`config.mk`:
```
export PLATFORM = sky130hd
export DESIGN_NAME = binary_to_roman_numeral
export DESIGN_NICKNAME = d
export VERILOG_FILES = /design/src/design/brn_pkg.sv /design/src/design/brn_front.sv /design/src/design/brn_queue.sv /design/src/design/brn_back.sv /design/src/design/binary_to_roman_numeral.sv
export SDC_FILE = /design/constraint.sdc
export NUM_CORES = 1
export LEC_CHECK = 0
export BUFFER_PORTS_ARGS = -buffer_cell sky130_fd_sc_hd__buf_2
export CAP_MARGIN = 20
export CORE_MARGIN = 1.5
export CORE_UTILIZATION = 35
export DETAILED_ROUTE_END_ITERATION = 8
export GPL_ROUTABILITY_DRIVEN = 0
export PLACE_DENSITY = 0.62
export SLEW_MARGIN = 20
export SYNTH_ARGS = -nofsm -noshare
export SYNTH_HDL_FRONTEND = slang
export SYNTH_SLANG_ARGS = --single-unit
```
`constraint.sdc`:
```
create_clock -name clk_i -period 5.44 [get_ports clk_i]
set_input_delay 1.088 -clock clk_i [delete_from_list [all_inputs] [get_ports clk_i]]
set_output_delay 1.088 -clock clk_i [all_outputs]
set_load 0.02 [all_outputs]
```
`src/design/brn_pkg.sv`:
```
`timescale 1ns / 1ps

package brn_pkg;

  localparam int unsigned ValueWidth = 12;
  localparam int unsigned CharWidth  = 8;
  localparam int unsigned NumDigits  = 4;
  localparam int unsigned MaxValue   = 3999;

  localparam int unsigned DEC_WEIGHT [3] = '{1000, 100, 10};

  localparam logic [CharWidth-1:0] CHAR_NONE = 8'h00;
  localparam logic [CharWidth-1:0] CHAR_I    = 8'h49;
  localparam logic [CharWidth-1:0] CHAR_V    = 8'h56;
  localparam logic [CharWidth-1:0] CHAR_X    = 8'h58;
  localparam logic [CharWidth-1:0] CHAR_L    = 8'h4C;
  localparam logic [CharWidth-1:0] CHAR_C    = 8'h43;
  localparam logic [CharWidth-1:0] CHAR_D    = 8'h44;
  localparam logic [CharWidth-1:0] CHAR_M    = 8'h4D;

  localparam logic [1:0] POS_ONES  = 2'd0;
  localparam logic [1:0] POS_TENS  = 2'd1;
  localparam logic [1:0] POS_HUNDS = 2'd2;
  localparam logic [1:0] POS_THOUS = 2'd3;

  typedef logic [NumDigits-1:0][3:0] digits_t;

  typedef enum logic [1:0] {
    KIND_NUMERAL,
    KIND_ZERO,
    KIND_RANGE
  } kind_e;

  typedef struct packed {
    kind_e   kind;
    digits_t digits;
  } entry_t;

  // split a value below 4000 into decimal digits, index 3 is thousands
  function automatic digits_t dec_split(logic [ValueWidth-1:0] v);
    logic [ValueWidth-1:0] r;
    digits_t dg;
    r  = v;
    dg = '0;
    for (int k = 0; k < 3; k++) begin
      for (int d = 1; d < 10; d++) begin
        if (int'(r) >= d * int'(DEC_WEIGHT[k])) begin
          dg[3-k] = 4'(d);
        end
      end
      r = r - ValueWidth'(int'(dg[3-k]) * int'(DEC_WEIGHT[k]));
    end
    dg[0] = r[3:0];
    return dg;
  endfunction

  // number of symbols one digit takes
  function automatic logic [2:0] len_of(logic [3:0] d);
    logic [2:0] n;
    case (d) inside
      4'd1, 4'd2, 4'd3:         n = d[2:0];
      4'd4, 4'd9:               n = 3'd2;
      4'd5, 4'd6, 4'd7, 4'd8:   n = 3'(d - 4'd4);
      default:                  n = 3'd0;
    endcase
    return n;
  endfunction

  // symbol number step of digit d at decimal position pos
  function automatic logic [CharWidth-1:0] sym_of(logic [1:0] pos, logic [3:0] d,
                                                  logic [1:0] step);
    logic [CharWidth-1:0] one;
    logic [CharWidth-1:0] five;
    logic [CharWidth-1:0] ten;
    logic [CharWidth-1:0] s;
    case (pos)
      POS_ONES:  begin one = CHAR_I; five = CHAR_V; ten = CHAR_X; end
      POS_TENS:  begin one = CHAR_X; five = CHAR_L; ten = CHAR_C; end
      POS_HUNDS: begin one = CHAR_C; five = CHAR_D; ten = CHAR_M; end
      default:   begin one = CHAR_M; five = CHAR_M; ten = CHAR_M; end
    endcase
    case (d) inside
      4'd9:                   s = (step == 2'd0) ? one : ten;
      4'd4:                   s = (step == 2'd0) ? one : five;
      4'd5, 4'd6, 4'd7, 4'd8: s = (step == 2'd0) ? five : one;
      default:                s = one;
    endcase
    return s;
  endfunction

  // highest nonzero digit below position lim, bit 2 set when found
  function automatic logic [2:0] next_pos(digits_t dg, logic [2:0] lim);
    logic [2:0] res;
    res = '0;
    for (int i = 0; i < NumDigits; i++) begin
      if (3'(i) < lim && dg[i] != 4'd0) begin
        res = {1'b1, 2'(i)};
      end
    end
    return res;
  endfunction

endpackage

```
`src/design/brn_front.sv`:
```
`timescale 1ns / 1ps

module brn_front (
  input  logic [brn_pkg::ValueWidth-1:0] value_i,
  output brn_pkg::entry_t                entry_o
);
  import brn_pkg::*;

  always_comb begin
    entry_o.digits = dec_split(value_i);
    if (value_i == '0) begin
      entry_o.kind = KIND_ZERO;
    end else if (int'(value_i) > int'(MaxValue)) begin
      entry_o.kind = KIND_RANGE;
    end else begin
      entry_o.kind = KIND_NUMERAL;
    end
  end

endmodule

```
`src/design/brn_queue.sv`:
```
`timescale 1ns / 1ps

module brn_queue #(
  parameter int Depth = 2
) (
  input  logic            clk_i,
  input  logic            rst_ni,
  input  logic            push_i,
  input  brn_pkg::entry_t data_i,
  output logic            full_o,
  input  logic            pop_i,
  output logic            valid_o,
  output brn_pkg::entry_t data_o
);
  import brn_pkg::*;

  localparam int AW = $clog2(Depth);
  localparam int CW = $clog2(Depth + 1);

  entry_t          mem_q [Depth];
  logic [AW-1:0]   wr_ptr_q, wr_ptr_d;
  logic [AW-1:0]   rd_ptr_q, rd_ptr_d;
  logic [CW-1:0]   count_q, count_d;

  assign full_o  = (count_q == CW'(Depth));
  assign valid_o = (count_q != '0);
  assign data_o  = mem_q[rd_ptr_q];

  always_comb begin
    wr_ptr_d = wr_ptr_q;
    rd_ptr_d = rd_ptr_q;
    count_d  = count_q;
    if (push_i) begin
      wr_ptr_d = (wr_ptr_q == AW'(Depth - 1)) ? '0 : wr_ptr_q + AW'(1);
    end
    if (pop_i) begin
      rd_ptr_d = (rd_ptr_q == AW'(Depth - 1)) ? '0 : rd_ptr_q + AW'(1);
    end
    if (push_i && !pop_i) begin
      count_d = count_q + CW'(1);
    end else if (pop_i && !push_i) begin
      count_d = count_q - CW'(1);
    end
  end

  always_ff @(posedge clk_i or negedge rst_ni) begin
    if (!rst_ni) begin
      wr_ptr_q <= '0;
      rd_ptr_q <= '0;
      count_q  <= '0;
    end else begin
      wr_ptr_q <= wr_ptr_d;
      rd_ptr_q <= rd_ptr_d;
      count_q  <= count_d;
    end
  end

  always_ff @(posedge clk_i) begin
    if (push_i) begin
      mem_q[wr_ptr_q] <= data_i;
    end
  end

endmodule

```
`src/design/brn_back.sv`:
```
`timescale 1ns / 1ps

module brn_back (
  input  logic                          clk_i,
  input  logic                          rst_ni,
  input  logic                          q_valid_i,
  input  brn_pkg::entry_t               q_data_i,
  output logic                          q_pop_o,
  output logic                          out_valid_o,
  input  logic                          out_stall_i,
  output logic [brn_pkg::CharWidth-1:0] character_o,
  output logic                          empty_res_o,
  output logic                          out_of_range_o,
  output logic                          last_o
);
  import brn_pkg::*;

  entry_t               entry_q;
  logic                 busy_q, busy_d;
  logic [1:0]           pos_q, pos_d;
  logic [1:0]           step_q, step_d;
  logic                 out_valid_q;
  logic [CharWidth-1:0] char_q;
  logic                 empty_q;
  logic                 oor_q;
  logic                 last_q;

  logic                 out_load;
  logic                 emit;
  logic                 special;
  logic [2:0]           cur_len;
  logic                 last_in_digit;
  logic [2:0]           nxt;
  logic [2:0]           first;
  logic                 emit_last;
  logic [CharWidth-1:0] sym;

  always_comb begin
    out_load      = !out_valid_q || !out_stall_i;
    emit          = busy_q && out_load;
    special       = (entry_q.kind != KIND_NUMERAL);
    cur_len       = len_of(entry_q.digits[pos_q]);
    last_in_digit = ({1'b0, step_q} + 3'd1) == cur_len;
    nxt           = next_pos(entry_q.digits, {1'b0, pos_q});
    first         = next_pos(q_data_i.digits, 3'd4);
    emit_last     = special || (last_in_digit && !nxt[2]);
    sym           = sym_of(pos_q, entry_q.digits[pos_q], step_q);
    q_pop_o       = q_valid_i && (!busy_q || (emit && emit_last));

    busy_d = busy_q;
    pos_d  = pos_q;
    step_d = step_q;
    if (q_pop_o) begin
      busy_d = 1'b1;
      pos_d  = first[1:0];
      step_d = 2'd0;
    end else if (emit && emit_last) begin
      busy_d = 1'b0;
    end else if (emit) begin
      if (last_in_digit) begin
        pos_d  = nxt[1:0];
        step_d = 2'd0;
      end else begin
        step_d = step_q + 2'd1;
      end
    end
  end

  always_ff @(posedge clk_i or negedge rst_ni) begin
    if (!rst_ni) begin
      busy_q      <= 1'b0;
      pos_q       <= '0;
      step_q      <= '0;
      out_valid_q <= 1'b0;
    end else begin
      busy_q <= busy_d;
      pos_q  <= pos_d;
      step_q <= step_d;
      if (out_load) begin
        out_valid_q <= emit;
      end
    end
  end

  always_ff @(posedge clk_i) begin
    if (q_pop_o) begin
      entry_q <= q_data_i;
    end
    if (emit) begin
      char_q  <= special ? CHAR_NONE : sym;
      empty_q <= special;
      oor_q   <= (entry_q.kind == KIND_RANGE);
      last_q  <= emit_last;
    end
  end

  assign out_valid_o    = out_valid_q;
  assign character_o    = char_q;
  assign empty_res_o    = empty_q;
  assign out_of_range_o = oor_q;
  assign last_o         = last_q;

endmodule

```
`src/design/binary_to_roman_numeral.sv`:
```
`timescale 1ns / 1ps
// binary to roman numeral converter
// input channel: in_valid_i / in_stall_o with value_i, one 12-bit word per item
// output channel: out_valid_o / out_stall_i, one word per roman symbol:
//   character_o (ascii I V X L C D M), empty_res_o, out_of_range_o, last_o
// last_o marks the final word of each item
// value 0 gives one empty word; 4000 and above give one empty word with
//   out_of_range_o set
// an accepted item passes the queue, the back end's entry register and the output
//   word register before its first word appears
// throughput: one output word per cycle while out_stall_i is low; an item takes
//   one word per symbol of its numeral (1 to 15 words, empty results count as 1);
//   the symbol sequencer in the back end emits one word per cycle and sets this figure
// a queue of QUEUE_DEPTH items decouples decode from emission; in_stall_o
//   rises only when that queue is full
// while out_stall_i is high a shown output word holds and the sequencer waits
// reset clears the queue and the sequencer; no word is shown until new input
module binary_to_roman_numeral #(
  parameter int QUEUE_DEPTH = 2
) (
  input  logic                          clk_i,
  input  logic                          rst_ni,
  input  logic                          in_valid_i,
  output logic                          in_stall_o,
  input  logic [brn_pkg::ValueWidth-1:0] value_i,
  output logic                          out_valid_o,
  input  logic                          out_stall_i,
  output logic [brn_pkg::CharWidth-1:0] character_o,
  output logic                          empty_res_o,
  output logic                          out_of_range_o,
  output logic                          last_o
);
  import brn_pkg::*;

  entry_t front_entry;
  entry_t q_data;
  logic   q_full;
  logic   q_valid;
  logic   q_pop;
  logic   q_push;

  assign in_stall_o = q_full;
  assign q_push     = in_valid_i && !q_full;

  brn_front u_front (
    .value_i (value_i),
    .entry_o (front_entry)
  );

  brn_queue #(
    .Depth (QUEUE_DEPTH)
  ) u_queue (
    .clk_i   (clk_i),
    .rst_ni  (rst_ni),
    .push_i  (q_push),
    .data_i  (front_entry),
    .full_o  (q_full),
    .pop_i   (q_pop),
    .valid_o (q_valid),
    .data_o  (q_data)
  );

  brn_back u_back (
    .clk_i          (clk_i),
    .rst_ni         (rst_ni),
    .q_valid_i      (q_valid),
    .q_data_i       (q_data),
    .q_pop_o        (q_pop),
    .out_valid_o    (out_valid_o),
    .out_stall_i    (out_stall_i),
    .character_o    (character_o),
    .empty_res_o    (empty_res_o),
    .out_of_range_o (out_of_range_o),
    .last_o         (last_o)
  );

endmodule

```
==> results.cfg <==
[outcome]
status = finished, violations left
violations = negative setup slack

[layout]
layout-drive-gt1-share_pct = 38.8
area.growth.synth_to_final_pct = 36.7
fill_cells = 1227
fin_util_pct = 49.4
antenna_cells = 0
final_area_um2 = 6590
finalNetCount = 659
finalNonFillerCells = 784

[routing]
vias_per_cell = 5.12
drt_wl_total_um = 10600
drtIter0Drc = 214
final_antenna_net_count = 0
routedWlPerCell_um = 13.6
via_count = 4014
drc = 0
drt_first_pass_iters = 4

[global_routing]
antenna_found_initial = 0
grt_pass1_wl_um = 18400
grt_pass1_vias = 4141
grt.overflow.total = 0
grt.total_usage_pct = 15.5
grt_max_degree = 20

[floorplan]
die_h_um = 120
die-area_um2 = 14500
coreArea_um2 = 13300
io_pins = 29
initial_core_util_pct = 36.1
die_x_um = 120
rows = 42

[sta]
tightestPinTransition_ns = 0.813
setup_viol = 14
fin_crit_ns = 7.65
finClkSkew_ns = 0.00504
rsz0062_at_grt = true
max-slew-margin-rel_pct = 45.8
fmax_mhz = 131
slew_violations = 0
hold_violations = 0
fin_crit_sh_pct = 141
setup_ws_ns = -2.21

[synthesis]
yosys_most_used_dff = edfxtp_1
yosys-top-cells-count = 60 x edfxtp_1, 36 x inv_1, 33 x nor2_1
synth_xor_area_share_pct = 4.72
async_flop_share_pct = 14.3
synth_fa_ha_area_share_pct = 10.8
yosys-top-cells-area = edfxtp_1 37%, ha_1 8.3%, dfrtp_1 5.2%
synthCells = 463
syn_area_per_cell_um2 = 10.4
synth_simple_gate_area_share_pct = 15.0
synth_area_um2 = 4820
synth_top_family_by_area = compound AO/OA/AOI/OAI gates
seq_area_frac_synth_pct = 42.6
synth-edff-count = 60
ys_ff_latch = 70
netlist.area_leader.share_pct = 37.4
synth.most_common_cell = edfxtp_1
synth_compound_area_share_pct = 16.0
synth.area.mux_share_pct = 6.41
synthDistinctLibCells = 69
synth_warnings = 0
synth.largest_area_cell = edfxtp_1

[worst_setup_path]
cp_max_fo = 6
critPathKind = primary input to flip-flop
required_ns = 5.50
slowest_stage = fa_2
setup.worst_path.start_class = primary input
cp.arrival_ns = 7.71
cp-end-kind = flip-flop
cpPeakStageDelay_ns = 0.54

[hold_path]
hp-class = flip-flop to flip-flop

[clocking]
cts_hold_buffers = 0
cts_tree = done
clockBufferDepth = 2
cts.htree.levels = 3
path_clk_slew_ns = 0.05
clk_latency_ns = 0.32
cts_sinks = 70
cts_buffers = 9
cts_root_buf = clkbuf_16

[placed_design]
dp_hpwl_um = 8340
placed_cells = 763
portBuffers = 26
place_area_um2 = 6080

[flow_run]
max-cap-violations = 0
-- metrics by stage --
stage	TNS, ns	worst slack [ns]	hold WS [ns]
after floorplan	-26.23	-2.49	0.461
after global placement	-29.83	-2.59	0.474
after detailed placement	-32.47	-2.84	0.499
after CTS	-22.90	-2.11	0.507
after global routing	-27.59	-2.47	0.535
final	-24.11	-2.21	0.515
-- layer usage --
layer	GRT usage, %	vias up	wire length (um)
li1	-	2002	-
met5	0	-	0
met4	5.00	0	159
met1	17.9	1919	4600
met3	2.78	13	326
met2	28.8	80	5550
-- layout by cell type, fill, tap and decap left out, types with 4 or more instances in the layout --
master / n
ha_1: 28
nor4_1: 7
o21ai_0: 15
dfrtp_1: 10
xor2_1: 9
buf_4: 117
xnor2_1: 16
clkbuf_16: 9
nor3_1: 15
inv_2: 5
nor2_1: 30
a21o_1: 5
mux2i_1: 5
nor2b_1: 9
edfxtp_1: 60
and3_1: 5
nand2_1: 29
a21oi_2: 6
mux2_2: 17
a211o_1: 4
o21ai_1: 4
o21a_1: 8
a21oi_1: 18
o22ai_1: 4
nand3_1: 4
or2_2: 7
inv_1: 32
buf_2: 24
-- critical path: cells and delay by family --
kind	cells	cell delay [ns]
adder cells (fa/ha/maj)	9	2.87
AO/OA/AOI/OAI	10	1.81
AND/OR/NAND/NOR	7	1.26
XOR/XNOR	3	0.50
buffers and inverters	3	0.18
-- layout make-up --
| type | count | area [um^2] | share of cell area (%) |
|---|---|---|---|
| repair buffers | 145 | 1050 | 15.9 |
| well taps | 176 | 220 | 3.34 |
| clock buffers | 9 | 225 | 3.42 |
| multi-input cells | 342 | 2830 | 42.9 |
| flip-flops and latches | 70 | 2050 | 31.1 |
| inverters | 37 | 139 | 2.11 |
| clock inverters | 5 | 76.3 | 1.16 |
-- cells by family after synthesis --
family | count (synthesis)
AO/OA/AOI/OAI | 109
multiplexers | 25
XOR/XNOR | 26
AND/OR/NAND/NOR | 141
adder cells (fa/ha/maj) | 38
buffers and inverters | 53
other | 1
flip-flops | 70
-- path summary, 6_finish.rpt --
| check | start | end | slack, ns | cells after the start |
|---|---|---|---|---|
| hold reg to reg | u_queue.wr_ptr_q$_DFFE_PN0P_ | u_queue.wr_ptr_q$_DFFE_PN0P_ | 0.51 | 1 |
| setup / recovery | value_i[5] | u_queue.mem_q[1][3]$_DFFE_PP_ | -2.21 | 32 |
| hold / removal | u_queue.wr_ptr_q$_DFFE_PN0P_ | u_queue.wr_ptr_q$_DFFE_PN0P_ | 0.51 | 1 |
| setup reg to reg | u_back.pos_q[0]$_DFFE_PN0P_ | u_queue.count_q[1]$_DFFE_PN0P_ | 2.30 | 9 |
| max in group asynchronous | rst_ni | u_back.pos_q[1]$_DFFE_PN0P_ | 4.62 | 1 |
| min in group asynchronous | rst_ni | u_back.out_valid_o$_DFFE_PN0N_ | 0.62 | 1 |
-- state kept, by name (all words and copies together), names as in the netlist --
name	flops
u_back.busy_q	1
u_back.character_o	6
u_back.empty_res_o	1
u_back.entry_q	17
u_back.last_o	1
u_back.out_of_range_o	1
u_back.out_valid_o	1
u_back.pos_q	2
u_back.step_q	2
u_queue.count_q	2
u_queue.mem_q	34
u_queue.rd_ptr_q	1
u_queue.wr_ptr_q	1
-- what timing repair did --
action | in CTS | in global routing
gates resized for setup | 30 | 8
setup endpoints to repair | 14 | 14
setup buffers | 7 | 1
pin swaps | 17 | 11
Power is left out: the tool's default activity adds up to more than one toggle a clock period on the data nets, which glitch-free logic cannot reach.
